$ cat src/hdl/cbmq_ram.sv
module cbmq_ram #(
    parameter int WIDTH = 8,
    parameter int DEPTH = 16,
    localparam int AW = $clog2(DEPTH)
) (
    input  logic             i_clk,
    input  logic             i_we,
    input  logic [AW-1:0]    i_waddr,
    input  logic [WIDTH-1:0] i_wdata,
    input  logic [AW-1:0]    i_raddr,
    output logic [WIDTH-1:0] o_rdata
);

    logic [WIDTH-1:0] r_mem [DEPTH];
    logic [WIDTH-1:0] r_rdata;

    always_ff @(posedge i_clk) begin
        if (i_we) begin
            r_mem[i_waddr] <= i_wdata;
        end
        r_rdata <= r_mem[i_raddr];
    end

    assign o_rdata = r_rdata;

endmodule

$ cat config.mk
export PLATFORM = sky130hd
export DESIGN_NAME = cbmq_ram
export DESIGN_NICKNAME = d
export VERILOG_FILES = /design/src/hdl/cbmq_ram.sv
export SDC_FILE = /design/constraint.sdc
export NUM_CORES = 1
export LEC_CHECK = 0
export BUFFER_PORTS_ARGS = -buffer_cell sky130_fd_sc_hd__buf_2
export CORE_ASPECT_RATIO = 0.9
export CORE_MARGIN = 2
export CORE_UTILIZATION = 40
export CTS_BUF_LIST = sky130_fd_sc_hd__clkbuf_16
export CTS_CLUSTER_DIAMETER = 150
export DETAILED_ROUTE_END_ITERATION = 12
export PLACE_DENSITY = 0.62
export SETUP_SLACK_MARGIN = 0.5
export SYNTH_ARGS = -nofsm -noshare
export SYNTH_HDL_FRONTEND = slang
export SYNTH_SLANG_ARGS = --single-unit
$ cat constraint.sdc
create_clock -name i_clk -period 2.23 [get_ports i_clk]
set_input_delay 0.223 -clock i_clk [delete_from_list [all_inputs] [get_ports i_clk]]
set_output_delay 0.223 -clock i_clk [all_outputs]
set_load 0.02 [all_outputs]
# Yosys cells after proc, flatten, opt, wreduce, memory -nomap -nowiden
# Memory sizes are Yosys's and may differ from the RTL's. A register that Yosys moved wholly into a read port is not among the register bits.
# Cells that the tools add are included.
# op_classes
mux,2
# ops
op,count
two-way mux 1 bit,2
# word_totals
word_cells,3
inputBits,18
n_memories,1
regBits,0
mem_bits_rw,128
# memory_table
memory,words,word_bits,read_ports,rd_ports_with_merged_regs,write_ports,line_no,source
r_mem,16,8,1,1,1,14,logic [WIDTH-1:0] r_mem [DEPTH];

# Depth between registers and ports, before layout
# Gate-level depths: netlist of the first run.
# depth
word_depth,2
depth_mapped,5

# Worst setup path before layout of the first run
# Ideal clock, no wire load.
# synth_timing
path_kind,input to register
from,input i_waddr[2]
to,memory r_mem[0][0] (enable)
n_path_buf,0
path_slack_ns,0.514
t_required_ns,1.847
cell_stages,2
t_arrival_ns,1.333
setup_ns,0.383
path_cell_list,or3b_2 -> nor3_1
# synth_lines
element,line_no,source
"start, declared",8,"input logic [AW-1:0] i_waddr,"
"end, declared",14,
# No word-level cell before the write port.

==> flow_summary.yaml, run 1 <==
yosys:
  synthAdderAreaFrac_pct: 0
  synth-edff-count: 128
  synth_top_family_by_area: "multiplexers"
  yosysSeqAreaShare_pct: 77.78
  synth_cell_types: 19
  yosys-top-cells-area: "edfxtp_1 (75%), mux4_2 (7.9%), mux4_1 (7.1%)"
  ys_seq_elements: 136
  avgSynthCellArea_um2: 22.48
  synthSimpleGateAreaFrac_pct: 3.184
  synth-async-reset-ratio_pct: 0
  yosys_warnings: 0
  synthXorXnorAreaFrac_pct: 0
  yosysMostFrequentCell: "edfxtp_1"
  synthFlopType: "edfxtp_1"
  syn_inst: 229
  synth_mux_area_share_pct: 15.02
  syn-num-nets: 247
  synth_compound_area_share_pct: 2.333
  synth_common_cells: "edfxtp_1 (128), mux4_2 (18), a22oi_1 (16), mux4_1 (14), nor2_1 (13)"
  synth_top_area_share_pct: 74.67
  syn_area_mm2: 0.005147
  yosys.area.top_type: "edfxtp_1"
setup_path:
  crit_path_top_delay_cell: "mux4_1"
  cp_data_arrival_time_ns: 1.72
  cp_data_required_time_ns: 2.52
  crit_fanout: 11
  path_class: "primary input to register"
  cpPeakStageDelay_ns: 0.58
  worstPathCellList: "buf_2, buf_4, mux4_1, a22oi_1, nand2_1"
  critPathCaptureType: "register"
  cp_num_buf_inv: 2
  startpoint_type: "primary input"
  critPathTopFamily: "buffers and inverters"
  rrSetupSlack_ns: 0.84
timing:
  min_period_over_period_pct: 64.10
  setup_viol: 0
  rsz0062_at_grt: "no"
  slew_viol_final: 0
  setup_tns_ns: 0
  max_freq_mhz: 699.6
  hold_viol: 0
  fin_skew_ns: 0.005915
  tightest_slew_ns: 0.7566
  relSlewSlack_pct: 49.46
  period_minus_slack_ns: 1.429
floorplan:
  fp-row-count: 39
  fp.dieW_um: 123.6
  die-height_um: 111.6
  die-area_mm2: 0.01379
  initial_core_util_pct: 40.73
  fp.coreArea_mm2: 0.01264
  io_pins: 26
layout:
  final_area_mm2: 0.006172
  drive_above_1_share_pct: 31.65
  nFillCells: 1028
  antenna_cells: 0
  finalNetCount: 302
  area_growth_pct: 19.91
run_status:
  outcome: "complete, no violations"
grt:
  grt_pass1_wl_um: 14980
  grt_remaining_overflow: 0
  grt_antenna_before_repair: 0
  grt_pass1_vias: 2500
  grt.total_usage_pct: 15.70
  grt_max_degree: 24
place:
  post-dp-hpwl_um: 6456
  place_area_mm2: 0.005562
  gp_congestion: 0.7131
  io_buffer_count: 25
cts:
  cts_hold_buf: 0
  clockBufferDepth: 2
  cts_tree: "built"
  cts_buffers: 17
  clk_pin_slew_worst_paths_ns: 0.06
  root_buffer: "clkbuf_16"
  clk-insertion-delay-late_ns: 0.41
  post_cts_resized: 0
  clock_sinks: 136
  cts_setup_buffers: 0
  htree_levels: 4
detailed_routing:
  post-route-drc-count: 0
  ant_nets: 0
  initialDrtViolationCount: 221
  wl_per_cell_um: 21.58
  via_per_inst: 5.254
  num_vias: 2422
  totalWireLength_um: 9948
  detailedRoute.firstPassIterationCount: 4
pwr:
  cellPowerDensity_mw_per_mm2: 976.4
  leakage_uw: 0.002104
  vdd_drop_max_uv: 544.4
  power.total_uw: 6026
job:
  max-cap-violations: 0
hold_path:
  hold_class: "primary input to register"
cells by family after synthesis:
group                  after synthesis
AO/OA/AOI/OAI                       16
buffers and inverters               10
flip-flops                         136
multiplexers                        32
AND/OR/NAND/NOR                     35
worst paths after layout:
kind / from / end / depth (start not counted)
worst min-delay path: i_wdata[7] / r_mem[6][7] / 1
worst max register to register: r_mem[1][5] / o_rdata[5] / 3
worst max-delay path: i_raddr[0] / o_rdata[2] / 5
worst min register to register: r_mem[15][5] / o_rdata[5] / 3
stage by stage:
step	setup slack, ns	std cells	hold slack, ns	utilization (%)
floorplan	0.5141	229	0.3219	-
global placement	0.3987	429	0.6152	44.01
detailed placement	0.4055	429	0.6244	44.01
CTS	0.8057	461	0.1806	48.84
global route	0.7472	461	0.2008	48.84
finish	0.8006	461	0.1962	48.84
placed cells by master, fill, tap and decap left out, drive strengths merged, types with 4 or more instances in the layout:
| cell type | count |
|---|---|
| a22oi | 16 |
| buf | 46 |
| bufinv | 4 |
| clkbuf | 17 |
| clkinv | 4 |
| clkinvlp | 4 |
| dfxtp | 8 |
| edfxtp | 128 |
| mux4 | 32 |
| nand2 | 9 |
| nor2 | 13 |
| nor3 | 4 |
per-layer routing:
metal  global-route usage, %  wire length [um]
met2                   22.71              4623
met1                   22.42              4697
met4                   5.152               128
met5                       0                 0
met3                   5.430               498
state kept, by name (all words and copies together), names as in the netlist:
name and cells:
o_rdata 8, r_mem 128
worst reg2reg max path: cells and delay by family, from the launching register on:
family / cells / cell delay [ns]
compound gates: 1 / 0.32
flops: 1 / 0.35
mux: 1 / 0.51
simple gates: 1 / 0.10
power breakdown:
part | internal [uW] | switching (uW)
registers | 2860 | 14.9
clock network | 1850 | 1020
logic | 115 | 167
final cells by class:
class / count / area (um2) / share of cell area, %
Clock buffer: 17 / 425.4 / 6.892
Clock inverter: 15 / 185.2 / 3.000
Multi-Input combinational cell: 83 / 1057 / 17.13
Sequential cell: 136 / 4004 / 64.87
Tap cell: 164 / 205.2 / 3.325
Timing Repair Buffer: 46 / 295.3 / 4.784
Note: power is estimated with default switching activity, not from simulation.
==> inputs of run 2 (changes only) <==
Clock period 2.23 ns to 1.4 ns, I/O delays scaled along.
==> flow_summary.yaml, run 2 (synthesis results as in run 1) <==
layout:
  final_common_cell: "edfxtp_1"
  top_register: "r_mem"
  register_area_mm2: 0.004014
  finalNetCount: 303
  nFillCells: 985
  drive_above_1_share_pct: 48.15
  largest_register_ffs: 128
  area_growth_pct: 27.42
  antenna_cells: 0
  final_cell_mix: "edfxtp_1 (128), mux4_2 (32), clkbuf_16 (17)"
  final_area_mm2: 0.006559
  multiInputGateArea_mm2: 0.001175
cts:
  cts_buffers: 17
  cts_tree: "built"
  clk-insertion-delay-late_ns: 0.41
  clockBufferDepth: 2
  clock_sinks: 136
  root_buffer: "clkbuf_16"
  clk_pin_slew_worst_paths_ns: 0.06
  htree_levels: 4
floorplan:
  fp.dieW_um: 123.6
  io_pins: 26
  die-area_mm2: 0.01379
  initial_core_util_pct: 40.73
  fp.coreArea_mm2: 0.01264
  die-height_um: 111.6
  fp-row-count: 39
timing:
  max_freq_mhz: 802.4
  min_period_over_period_pct: 89.02
  period_minus_slack_ns: 1.246
  tightest_slew_ns: 0.9430
  slew_viol_final: 0
  rsz0062_at_grt: "yes"
  worst_slack_ns: 0.1537
  hold_viol: 0
  setup_tns_ns: 0
  fin_skew_ns: 0.008367
  relSlewSlack_pct: 37.00
  setup_viol: 0
place:
  post-dp-hpwl_um: 6291
  dp_slack_ns: -0.1421
  place_area_mm2: 0.005796
  gp_congestion: 0.7271
  io_buffer_count: 25
detailed_routing:
  initialDrtViolationCount: 226
  ant_nets: 0
  via_per_inst: 5.197
  num_vias: 2396
  post-route-drc-count: 0
  totalWireLength_um: 9774
  detailedRoute.firstPassIterationCount: 4
  wl_per_cell_um: 21.20
pwr:
  comb_power_share_pct: 5.8
  p_int_uw: 7955
  leakage_uw: 0.002150
  vdd_drop_max_uv: 1023
  clkPwrFrac_pct: 47.8
  swShare_pct: 19.56
  switchingPower_uw: 1934
  cellPowerDensity_mw_per_mm2: 1508
  seq_power_share_pct: 46.5
run_status:
  outcome: "complete, no violations"
setup_path:
  crit_end: "o_rdata[3]"
  startpoint_type: "register"
  worst_r2r_startpoint: "r_mem[0][3]"
  crit_fanout: 1
  cp_data_arrival_time_ns: 1.54
  startpoint: "r_mem[0][3]"
  path_class: "register to register"
  r2r-end: "o_rdata[3]"
  cp_data_required_time_ns: 1.70
  reg2regPathDepth: 3
  rrSetupSlack_ns: 0.15
  critPathCaptureType: "register"
grt:
  grt_pass1_wl_um: 15100
  grt.total_usage_pct: 15.85
  grt_remaining_overflow: 0
  grt_pass1_vias: 2548
  grt_antenna_before_repair: 0
  grt_max_degree: 21
hold_path:
  hold_class: "primary input to register"
job:
  max-cap-violations: 0
[run 2: final cells by class]
class	count	area share (%)
Timing Repair Buffer	47	8.146
Clock inverter	14	3.129
Multi-Input combinational cell	83	17.91
Sequential cell	136	61.20
Clock buffer	17	6.486
Tap cell	164	3.129
[run 2: worst min path at each step]
| stage | startpoint | end | slack, ns | depth (start not counted) |
|---|---|---|---|---|
| global route | i_wdata[0] | r_mem[6][0] | 0.11 | 1 |
| CTS | i_wdata[6] | r_mem[13][6] | 0.09 | 1 |
| floorplan | i_wdata[0] | r_mem[0][0] | 0.24 | 0 |
| detailed placement | i_wdata[3] | r_mem[0][3] | 0.54 | 1 |
| finish | i_wdata[0] | r_mem[6][0] | 0.11 | 1 |
| global placement | i_wdata[0] | r_mem[6][0] | 0.53 | 1 |
[run 2: metal layers]
metal	global-route usage (%)	wire (um)	vias to the layer above
met3	5.020	552	9
met2	23.30	4758	75
met1	21.93	4360	1234
met4	6.591	102	0
met5	0	0	-
li1	-	-	1078
[run 2: power groups by stage]
stage / clock (uW) / sequential, uW / combinational (uW)
floorplan: 0 / 4690 / 274
global placement: 0 / 4660 / 512
detailed placement: 0 / 4670 / 525
CTS: 4820 / 4600 / 569
global route: 4970 / 4600 / 615
finish: 4720 / 4600 / 569
[run 2: timing repair]
action / CTS / global route
resized for setup: 28 / 5
cloned: 0 / 0
pin swaps: 3 / 5
setup buffers: 1 / 2
setup endpoints to repair: 56 / 50
hold endpoints to repair: 0 / 0
hold buffers: 0 / 0
[run 2: critical path: stages (launching register included)]
cell and delay (ns):
edfxtp_1 0.38, mux4_2 0.47, a22oi_2 0.21, nand2_1 0.07
[run 2: per-stage QoR]
| stage | utilization (%) | total power (uW) | hold WS (ns) | cells |
|---|---|---|---|---|
| after CTS | 51.50 | 9981 | 0.09180 | 459 |
| after floorplan | - | 4964 | 0.2389 | 229 |
| final | 51.90 | 9889 | 0.1095 | 461 |
| after global placement | 45.86 | 5177 | 0.5303 | 427 |
| after global routing | 51.90 | 10190 | 0.1085 | 461 |
| after detailed placement | 45.86 | 5193 | 0.5418 | 427 |
