<file path="src/hdl/cbmq_pkg.sv">
package cbmq_pkg;

    // opcodes
    localparam logic [2:0] OP_CLEAR     = 3'd0;
    localparam logic [2:0] OP_INSERT    = 3'd1;
    localparam logic [2:0] OP_GET_NEXT  = 3'd2;
    localparam logic [2:0] OP_HAS_FIELD = 3'd3;
    localparam logic [2:0] OP_FIND      = 3'd4;

    // result status codes
    localparam logic [1:0] ST_OK   = 2'd0;
    localparam logic [1:0] ST_BAD  = 2'd1;
    localparam logic [1:0] ST_FULL = 2'd2;
    localparam logic [1:0] ST_NONE = 2'd3;

    // side-move group filter codes
    localparam logic [1:0] GRP_SINGLE = 2'd0;
    localparam logic [1:0] GRP_PAIR   = 2'd1;
    localparam logic [1:0] GRP_TRIPLE = 2'd2;
    localparam logic [1:0] GRP_ALL    = 2'd3;

    localparam logic [2:0] DIR_NONE = 3'd0;

    // configuration register indexes
    localparam int         CFG_IDX_W    = 3;
    localparam logic [2:0] CFG_NONE     = 3'd0;
    localparam logic [2:0] CFG_S3_LEFT  = 3'd1;
    localparam logic [2:0] CFG_S3_RIGHT = 3'd2;
    localparam logic [2:0] CFG_S2_LEFT  = 3'd3;
    localparam logic [2:0] CFG_S2_RIGHT = 3'd4;

    localparam logic [3:0] RST_NONE     = 4'd13;
    localparam logic [3:0] RST_S3_LEFT  = 4'd7;
    localparam logic [3:0] RST_S3_RIGHT = 4'd8;
    localparam logic [3:0] RST_S2_LEFT  = 4'd9;
    localparam logic [3:0] RST_S2_RIGHT = 4'd10;

    localparam int REC_W = 14;

    typedef struct packed {
        logic [6:0] fld;
        logic [2:0] dir;
        logic [3:0] cls;
    } t_rec;

    typedef struct packed {
        logic [3:0] none_code;
        logic [3:0] s3_left;
        logic [3:0] s3_right;
        logic [3:0] s2_left;
        logic [3:0] s2_right;
    } t_cfg;

    typedef enum logic [2:0] {
        S_IDLE,
        S_DISPATCH,
        S_INS_LINK,
        S_GN_STEP,
        S_GN_READ,
        S_SCAN
    } t_state;

endpackage

</file>
<file path="src/hdl/cbmq_match.sv">
module cbmq_match (
    input  cbmq_pkg::t_rec i_rec,
    input  logic [2:0]     i_op,
    input  logic [6:0]     i_fld,
    input  logic [2:0]     i_dir,
    input  logic [3:0]     i_cls,
    input  logic [1:0]     i_grp,
    input  cbmq_pkg::t_cfg i_cfg,
    output logic           o_hit
);

    logic       fld_eq;
    logic       dir_ok;
    logic       cls_ok;
    logic       grp_ok;
    logic [1:0] want;

    always_comb begin
        // three-stone codes win when they overlap two-stone codes
        if (i_rec.cls == i_cfg.s3_left || i_rec.cls == i_cfg.s3_right) begin
            want = cbmq_pkg::GRP_TRIPLE;
        end else if (i_rec.cls == i_cfg.s2_left || i_rec.cls == i_cfg.s2_right) begin
            want = cbmq_pkg::GRP_PAIR;
        end else begin
            want = cbmq_pkg::GRP_SINGLE;
        end
    end

    assign fld_eq = (i_rec.fld == i_fld);
    assign dir_ok = (i_dir == cbmq_pkg::DIR_NONE) || (i_rec.dir == i_dir);
    assign cls_ok = (i_cls == i_cfg.none_code) || (i_cls == i_rec.cls);
    assign grp_ok = (i_cls == i_rec.cls) || (i_grp == want) || (i_grp == cbmq_pkg::GRP_ALL);

    assign o_hit = (i_op == cbmq_pkg::OP_FIND) ? (fld_eq && dir_ok && cls_ok && grp_ok)
                                               : fld_eq;

endmodule

</file>
<file path="config.mk">
export PLATFORM = sky130hd
export DESIGN_NAME = cbmq_match
export DESIGN_NICKNAME = d
export VERILOG_FILES = /design/src/hdl/cbmq_pkg.sv /design/src/hdl/cbmq_match.sv
export SDC_FILE = /design/constraint.sdc
export NUM_CORES = 1
export LEC_CHECK = 0
export BUFFER_PORTS_ARGS = -buffer_cell sky130_fd_sc_hd__buf_2
export CORE_MARGIN = 2
export CORE_UTILIZATION = 30
export DETAILED_ROUTE_END_ITERATION = 8
export PLACE_DENSITY = 0.79
export SLEW_MARGIN = 20
export SYNTH_ARGS = -nofsm -noshare
export SYNTH_HDL_FRONTEND = slang
export SYNTH_SLANG_ARGS = --single-unit
</file>
<file path="constraint.sdc">
create_clock -name vclk -period 1.55
set_input_delay 0.0775 -clock vclk [all_inputs]
set_output_delay 0.0775 -clock vclk [all_outputs]
set_load 0.02 [all_outputs]
</file>
; ---- Word level (Yosys, flattened, before mapping)
; Index checks and enable logic that the tools add are counted.
[word_totals]
register_bits = 0
output_inout_bits = 1
word_cells = 24
[classes]
eq_ne = 11
mux = 3
reduce_logical = 10
[op_table]
columns = cell, count
row1 = $eq A4 B4 Y1, 6
row2 = $eq A7 B7 Y1, 1
row3 = $logic_or A1 B1 Y1, 6
row4 = $eq A3 B3 Y1, 1
row5 = $eq A3 B3 Y1 const B, 1
row6 = $logic_and A1 B1 Y1, 3
row7 = $logic_not A3 Y1, 1
row8 = $eq A2 B2 Y1, 1
row9 = $eq A2 B2 Y1 const B, 1
row10 = $mux W1, 2
row11 = $mux W2, 1

; ---- Longest topological paths before layout
; Gate-level depths: netlist of the first run.
[depth]
depth_word = 9
depth_mapped = 7
depth_no_buf = 6

; ---- Least setup slack after synthesis of the first run
; No wires, ideal clock.
[synth_timing]
path_type = input -> output
startpoint = in i_rec[3] (netlist name)
endpoint = out o_hit
arrival_ns = 1.410
path_slack_ns = 0.062
cell_stages = 6
n_path_buf = 1
cell_sequence = buf_6 -> xor2_2 -> o41ai_4 -> a311o_1 -> o31ai_1 -> a31oi_1
[synth_via]
elab_chain_cells = 9
[synth_lines]
columns = item, line
row1 = "start, declared", cbmq_match.sv:2  ; input cbmq_pkg::t_rec i_rec,
row2 = $eq A4 B4 Y1, cbmq_match.sv:22  ; end else if (i_rec.cls == i_cfg.s2_left || i_rec.cls == i_cfg.s2_right) begin
row3 = $logic_or A1 B1 Y1, cbmq_match.sv:22
row4 = $mux W1, cbmq_match.sv:22
row5 = $mux W2, cbmq_match.sv:20  ; if (i_rec.cls == i_cfg.s3_left || i_rec.cls == i_cfg.s3_right) begin
row6 = $eq A2 B2 Y1, cbmq_match.sv:32  ; assign grp_ok = (i_cls == i_rec.cls) || (i_grp == want) || (i_grp == cbmq_pkg::GRP_ALL);
row7 = $logic_or A1 B1 Y1 (2 in a row), cbmq_match.sv:32
row8 = $logic_and A1 B1 Y1 (*), cbmq_match.sv:34  ; assign o_hit = (i_op == cbmq_pkg::OP_FIND) ? (fld_eq && dir_ok && cls_ok && grp_ok)
row9 = $mux W1 (*), cbmq_match.sv:34
row10 = "end, declared", cbmq_match.sv:9  ; output logic o_hit
; Every way passes the cells marked *; elsewhere a longest branch is shown, timed or not.

; ---- Worst setup path in the final report of the first run
[layout_timing]
startpoint = in i_cfg[16] (netlist name)
endpoint = out o_hit
[layout_via]
elab_chain_cells = 5
[layout_lines]
columns = item, line
row1 = "start, declared", cbmq_match.sv:8  ; input cbmq_pkg::t_cfg i_cfg,
row2 = $eq A4 B4 Y1, cbmq_match.sv:31  ; assign cls_ok = (i_cls == i_cfg.none_code) || (i_cls == i_rec.cls);
row3 = $logic_or A1 B1 Y1, cbmq_match.sv:31
row4 = $logic_and A1 B1 Y1 (2 in a row), cbmq_match.sv:34
row5 = $mux W1, cbmq_match.sv:34
; Every way passes these cells.

==> results of run 1 <==
==> per-layer routing <==
metal | GRT usage | share of wire
met5 | 0 | 0
met4 | 0 | 0
met3 | 0 | 0.098
met2 | 0.291 | 0.54
met1 | 0.129 | 0.36
==> placed cells by master (no fill, tap or decap), types with 2 or more instances in the layout <==
master / instances
a21oi_1: 2
a31oi_1: 2
buf_2: 50
buf_4: 10
buf_6: 2
nand2_1: 2
nand4_1: 3
nor2_1: 2
nor4_1: 4
xnor2_1: 12
xor2_1: 13
xor2_2: 7
==> cell type report <==
class / count / area share
multi-input cells: 61 / 0.588
inverters: 1 / 0.00389
repair buffers: 63 / 0.376
well taps: 25 / 0.0324
==> stage by stage <==
step	cells	setup slack, ps	TNS, ps	cell area, um2	power [mW]
after detailed placement	150	-93.5	-93.5	906	0.233
after global placement	150	-33.2	-33.2	906	0.224
after floorplan	66	62.2	0	578	0.125
final	150	-14.8	-14.8	965	0.247
after CTS	150	-35.8	-35.8	956	0.246
after global routing	150	-119	-119	965	0.268
==> worst paths after layout <==
path  slack [ps]  cells after the start      start    end
max          -10                      8  i_cfg[16]  o_hit
min          450                      3    i_op[2]  o_hit
==> worst max-delay path, cell delays in order <==
cell	delay (ps)
buf_2	120
xor2_2	200
nor4_4	80
and3_4	170
a311o_1	330
o31ai_2	240
a31oi_1	100
buf_4	170
==> report_power, final <==
part	switching, mW	internal, mW	total (mW)
logic	0.110	0.137	0.247
clock network	0	0	0
registers	0	0	0
total	0.110	0.137	0.247
==> cells by family after synthesis <==
logic type / Yosys count / synth area share
buffers and inverters: 5 / 0.0779
and+or+nand+nor: 19 / 0.234
AOI/OAI and AO/OA: 10 / 0.152
xor gates and xnor gates: 32 / 0.537
==> timing repair <==
action	in CTS	in global routing
resized for setup	10	2
setup endpoints to repair	1	1
pin swaps	11	2
==> flow_metrics.env, run 1 <==
export IMPL_setup_viol=1
export IMPL_syn_inst=66
export IMPL_synth_warnings=0
export IMPL_post_cts_buffers=0
export IMPL_synthTopCellsByCount="xor2_1 (16), xnor2_1 (12), nor4_1 (4), xor2_2 (4)"
export IMPL_avgRoutedWirePerCell_um=10.5
export IMPL_outcome="finished, violations left"
export IMPL_fill_cells=187
export IMPL_netlist_area_um2=578
export IMPL_yosysTopAreaCell="xor2_1"
export IMPL_grt_pass1_vias=579
export IMPL_worstSetupPathType="in -> out"
export IMPL_port_buffers=54
export IMPL_multi_input_area_um2=567
export IMPL_dp_hpwl_mm=1.36
export IMPL_critPathArrivalTime_ps=1490
export IMPL_min_period_over_period=1.01
export IMPL_synth_cell_types=26
export IMPL_syn_nets=119
export IMPL_min_path_type="in -> out"
export IMPL_antenna_found_initial=0
export IMPL_antenna_diode_count=0
export IMPL_synth_seq_area_share=0
export IMPL_grt_pass1_wl_mm=2.15
export IMPL_dr_pass1_iters=4
export IMPL_maxSlewHeadroom=0.782
export IMPL_powerDensity_nw_per_um2=256
export IMPL_start_util=0.328
export IMPL_syn_to_final_growth_pct=66.9
export IMPL_max_freq_mhz=639
export IMPL_maxSlewViolCount=0
export IMPL_p_leak_nw=0.449
export IMPL_synth_most_common_cell="xor2_1"
export IMPL_ir_worst_vdd_mv=0.124
export IMPL_routed_wl_mm=1.57
export IMPL_end_kind="output pin"
export IMPL_grt_overflow_total=0
export IMPL_drive_gt1_frac=0.608
export IMPL_cp_max_fo=4
export IMPL_flops_and_latches=0
export IMPL_setup_slack_ps=-14.8
export IMPL_drc_errors=0
export IMPL_die_area_um2=2290
export IMPL_clock_buffers=0
export IMPL_drtIter0Drc=2
export IMPL_critPathLaunchType="input port"
export IMPL_coreArea_um2=1760
export IMPL_grt_max_degree=7
export IMPL_cts_hold_buf=0
export IMPL_rsz0062_at_grt="yes"
export IMPL_required_ps=1470
export IMPL_whs_ps=448
export IMPL_synthTopCellsByArea="xor2_1 (24%), xnor2_1 (18%), xor2_2 (11%)"
export IMPL_max_slew_worst_pin_slew_ps=326
export IMPL_ant_nets=0
export IMPL_vias_per_cell=4.65
export IMPL_gp_congestion=0.641
export IMPL_final_core_util=0.547
export IMPL_post_route_min_period_ps=1560
export IMPL_avgSynthCellArea_um2=8.76
export IMPL_netlist_area_leader_share=0.242
export IMPL_ios=54
export IMPL_violations="setup timing"
export IMPL_vias=697
export IMPL_grt_use_total=0.127
export IMPL_hold_viol=0
export IMPL_dieWidth_um=47.9
export IMPL_num_rows=15
export IMPL_die_height_um=47.9
export IMPL_seq_area_um2=0
export IMPL_finalNetCount=180
export IMPL_drv_cap=0
Power figures use the tool's default switching activity.
==> run 2, diff against run 1 <==
--- a/config.mk
+++ b/config.mk
@@ -7,9 +7,9 @@
 export LEC_CHECK = 0
 export BUFFER_PORTS_ARGS = -buffer_cell sky130_fd_sc_hd__buf_2
 export CORE_MARGIN = 2
-export CORE_UTILIZATION = 30
+export CORE_UTILIZATION = 39
 export DETAILED_ROUTE_END_ITERATION = 8
-export PLACE_DENSITY = 0.79
+export PLACE_DENSITY = 0.95
 export SLEW_MARGIN = 20
 export SYNTH_ARGS = -nofsm -noshare
 export SYNTH_HDL_FRONTEND = slang
==> flow_metrics.env, run 2 (synthesis gave the netlist of run 1 again) <==
export IMPL_flops_and_latches=0
export IMPL_hold_viol=0
export IMPL_setup_slack_ps=26.9
export IMPL_max_freq_mhz=657
export IMPL_min_period_over_period=0.983
export IMPL_finalNetCount=176
export IMPL_die_height_um=42.5
export IMPL_min_path_type="in -> out"
export IMPL_grt_pass1_vias=714
export IMPL_grt_pass1_wl_mm=2.84
export IMPL_rsz0062_at_grt="yes"
export IMPL_post_route_min_period_ps=1520
export IMPL_ir_worst_vdd_mv=0.131
export IMPL_dieWidth_um=42.5
export IMPL_maxSlewHeadroom=0.772
export IMPL_routed_wl_mm=1.70
export IMPL_critPathArrivalTime_ps=1450
export IMPL_die_area_um2=1810
export IMPL_avgRoutedWirePerCell_um=12.5
export IMPL_power_mw=0.239
export IMPL_cp_max_fo=5
export IMPL_ios=54
export IMPL_stdcell_count=136
export IMPL_num_rows=13
export IMPL_final_core_util=0.675
export IMPL_port_buffers=54
export IMPL_maxSlewViolCount=0
export IMPL_drc_errors=0
export IMPL_drtIter0Drc=2
export IMPL_dr_pass1_iters=4
export IMPL_seq_area_um2=0
export IMPL_critPathLaunchType="input port"
export IMPL_antenna_found_initial=0
export IMPL_vias_per_cell=5.01
export IMPL_end_kind="output pin"
export IMPL_setup_viol=0
export IMPL_start_util=0.428
export IMPL_grt_max_degree=7
export IMPL_dp_cells=136
export IMPL_clock_buffers=0
export IMPL_layout_common_cells="buf_2 (49), xor2_1 (13), xnor2_1 (12)"
export IMPL_place_ws_ps=-54.6
export IMPL_vias=681
export IMPL_drive_gt1_frac=0.595
export IMPL_antenna_diode_count=0
export IMPL_grt_overflow_total=0
export IMPL_ant_nets=0
export IMPL_required_ps=1470
export IMPL_cts_hold_buf=0
export IMPL_grt_use_total=0.197
export IMPL_final_common_cell="buf_2"
export IMPL_drv_cap=0
export IMPL_dp_hpwl_mm=1.45
export IMPL_worstSetupPathType="in -> out"
export IMPL_coreArea_um2=1350
export IMPL_powerDensity_nw_per_um2=262
export IMPL_gp_congestion=0.710
export IMPL_p_leak_nw=0.430
export IMPL_syn_to_final_growth_pct=57.6
export IMPL_max_slew_worst_pin_slew_ps=339
export IMPL_post_cts_buffers=0
export IMPL_outcome="completed"
## run 2: stage by stage
stage,hold slack [ps],setup TNS (ps),cell area [um2]
floorplan,323,0,578
global placement,435,-17.1,863
detailed placement,435,-54.6,863
CTS,450,0,908
global route,487,-121,911
finish,450,0,911
## run 2: path summary, 6_finish.rpt
path                  startpoint     to  slack (ps)  cells past startpoint
worst max-delay path    i_rec[1]  o_hit          30                      7
worst min-delay path     i_op[2]  o_hit         450                      3
## run 2: critical path, cell delays in order
cell and delay (ps):
buf_4 140, xor2_2 190, o41ai_4 430, nor4b_2 90, o31ai_1 240, a31oi_1 110
buf_4 170
## run 2: timing repair
item,CTS,global route
gates resized for setup,9,1
endpoints found under the setup margin,1,1
pin swaps,8,2
## run 2: layer usage
| layer | wire length (um) | up-vias | track usage |
|---|---|---|---|
| met4 | 0 | 0 | 0 |
| met5 | 0 | - | 0 |
| met3 | 144 | 0 | 0.0259 |
| met2 | 959 | 34 | 0.440 |
| met1 | 591 | 306 | 0.193 |
| li1 | - | 341 | - |
## run 2: area by class of cell
class,count,area (um2)
fill,123,439
inverter,1,3.75
timing repair buffer,59,320
multi-input combinational,61,568
tap,15,18.8
## run 2: power breakdown
| part | internal (mW) | total (mW) | switching [mW] | leakage (nW) |
|---|---|---|---|---|
| Combinational | 0.128 | 0.239 | 0.111 | 0.430 |
| Clock | 0 | 0 | 0 | 0 |
| Sequential | 0 | 0 | 0 | 0 |
==> run 3, diff against run 2 <==
==> constraint.sdc (replaced) <==
create_clock -name vclk -period 1.5
set_input_delay 0.075 -clock vclk [all_inputs]
set_output_delay 0.075 -clock vclk [all_outputs]
set_load 0.02 [all_outputs]
==> flow_metrics.env, run 3 (synthesis gave the netlist of run 1 again) <==
export IMPL_outcome="finished, violations left"
export IMPL_violations="setup timing"
export IMPL_seq_area_um2=0
export IMPL_hold_viol=0
export IMPL_vias=684
export IMPL_fin_tns_setup_ps=-32.8
export IMPL_dp_hpwl_mm=1.40
export IMPL_p_leak_nw=0.459
export IMPL_worstHoldPathCells=3
export IMPL_worstSetupPathType="in -> out"
export IMPL_end_kind="output pin"
export IMPL_ir_worst_vdd_mv=0.144
export IMPL_required_ps=1420
export IMPL_grt_use_total=0.186
export IMPL_drive_gt1_frac=0.629
export IMPL_min_period_over_period=1.02
export IMPL_powerDensity_nw_per_um2=269
export IMPL_hold_start="i_op[2]"
export IMPL_hold_end="o_hit"
export IMPL_dieWidth_um=42.5
export IMPL_port_buffers=54
export IMPL_num_rows=13
export IMPL_min_path_type="in -> out"
export IMPL_flops_and_latches=0
export IMPL_post_cts_buffers=0
export IMPL_whs_ps=430
export IMPL_ios=54
export IMPL_maxSlewViolCount=0
export IMPL_grt_pass1_vias=683
export IMPL_final_common_cell="buf_2"
export IMPL_grt_pass1_wl_mm=2.70
export IMPL_start_util=0.428
export IMPL_max_slew_worst_pin_slew_ps=354
export IMPL_coreArea_um2=1350
export IMPL_rsz0062_at_grt="yes"
export IMPL_gp_congestion=0.712
export IMPL_setup_slack_ps=-32.8
export IMPL_maxSlewHeadroom=0.764
export IMPL_vias_per_cell=4.92
export IMPL_max_freq_mhz=652
export IMPL_setup_viol=1
export IMPL_power_mw=0.273
export IMPL_antenna_found_initial=0
export IMPL_routed_wl_mm=1.65
export IMPL_place_ws_ps=-83.9
export IMPL_dr_pass1_iters=2
export IMPL_syn_to_final_growth_pct=75.3
export IMPL_grt_overflow_total=0
export IMPL_drtIter0Drc=3
export IMPL_critPathArrivalTime_ps=1460
export IMPL_drc_errors=0
export IMPL_critPathLaunchType="input port"
export IMPL_clock_buffers=0
export IMPL_ant_nets=0
export IMPL_layout_common_cells="buf_2 (45), xnor2_1 (12), xor2_1 (12)"
export IMPL_final_core_util=0.751
export IMPL_grt_max_degree=7
export IMPL_die_height_um=42.5
export IMPL_finalNetCount=179
export IMPL_die_area_um2=1810
export IMPL_cts_hold_buf=0
export IMPL_antenna_diode_count=0
export IMPL_cp_max_fo=4
export IMPL_post_route_min_period_ps=1530
export IMPL_avgRoutedWirePerCell_um=11.9
export IMPL_drv_cap=0
## run 3: how the worst max path moves through the flow
| stage | end | cells past startpoint | startpoint | slack (ps) |
|---|---|---|---|---|
| final | o_hit | 8 | i_cls[3] | -30 |
| after global routing | o_hit | 8 | i_cls[3] | -110 |
| after CTS | o_hit | 8 | i_cls[2] | -40 |
| after detailed placement | o_hit | 8 | i_cfg[19] | -80 |
| after global placement | o_hit | 8 | i_cfg[19] | -60 |
| after floorplan | o_hit | 6 | i_rec[3] | 20 |
## run 3: layer usage
layer | track usage | part of all wire | vias to the layer above
met1 | 0.194 | 0.34 | 304
li1 | - | - | 346
met3 | 0.0259 | 0.092 | 0
met5 | 0 | 0 | -
met4 | 0 | 0 | 0
met2 | 0.400 | 0.57 | 34
## run 3: stage by stage
stage,instance area (um2),std cells
6_report,1010,139
5_1_grt,1010,139
4_1_cts,945,139
3_5_place_dp,886,139
3_3_place_gp,886,139
2_1_floorplan,578,66
## run 3: layout make-up
| class | instances | area (um2) |
|---|---|---|
| multi-input cells | 61 | 608 |
| repair buffers | 62 | 383 |
| fillers | 104 | 337 |
| well taps | 15 | 18.8 |
| inverters | 1 | 3.75 |
## run 3: timing repair
item / in CTS / in global routing
gates resized for setup: 12 / 16
gates cloned: 0 / 0
endpoints found under the hold margin: 0 / 0
endpoints found under the setup margin: 1 / 1
pin swaps: 12 / 11
## run 3: critical path, cell delays in order
cell     delay, ps
buf_8          100
xor2_2         170
nor4_4         330
nand2_1        100
nor4b_2        250
o31ai_2         90
a31oi_1        170
buf_4          160
## run 3: power breakdown
| part | internal [mW] | switching (mW) |
|---|---|---|
| Combinational | 0.152 | 0.120 |
| Clock | 0 | 0 |
| Sequential | 0 | 0 |
| Total | 0.152 | 0.120 |
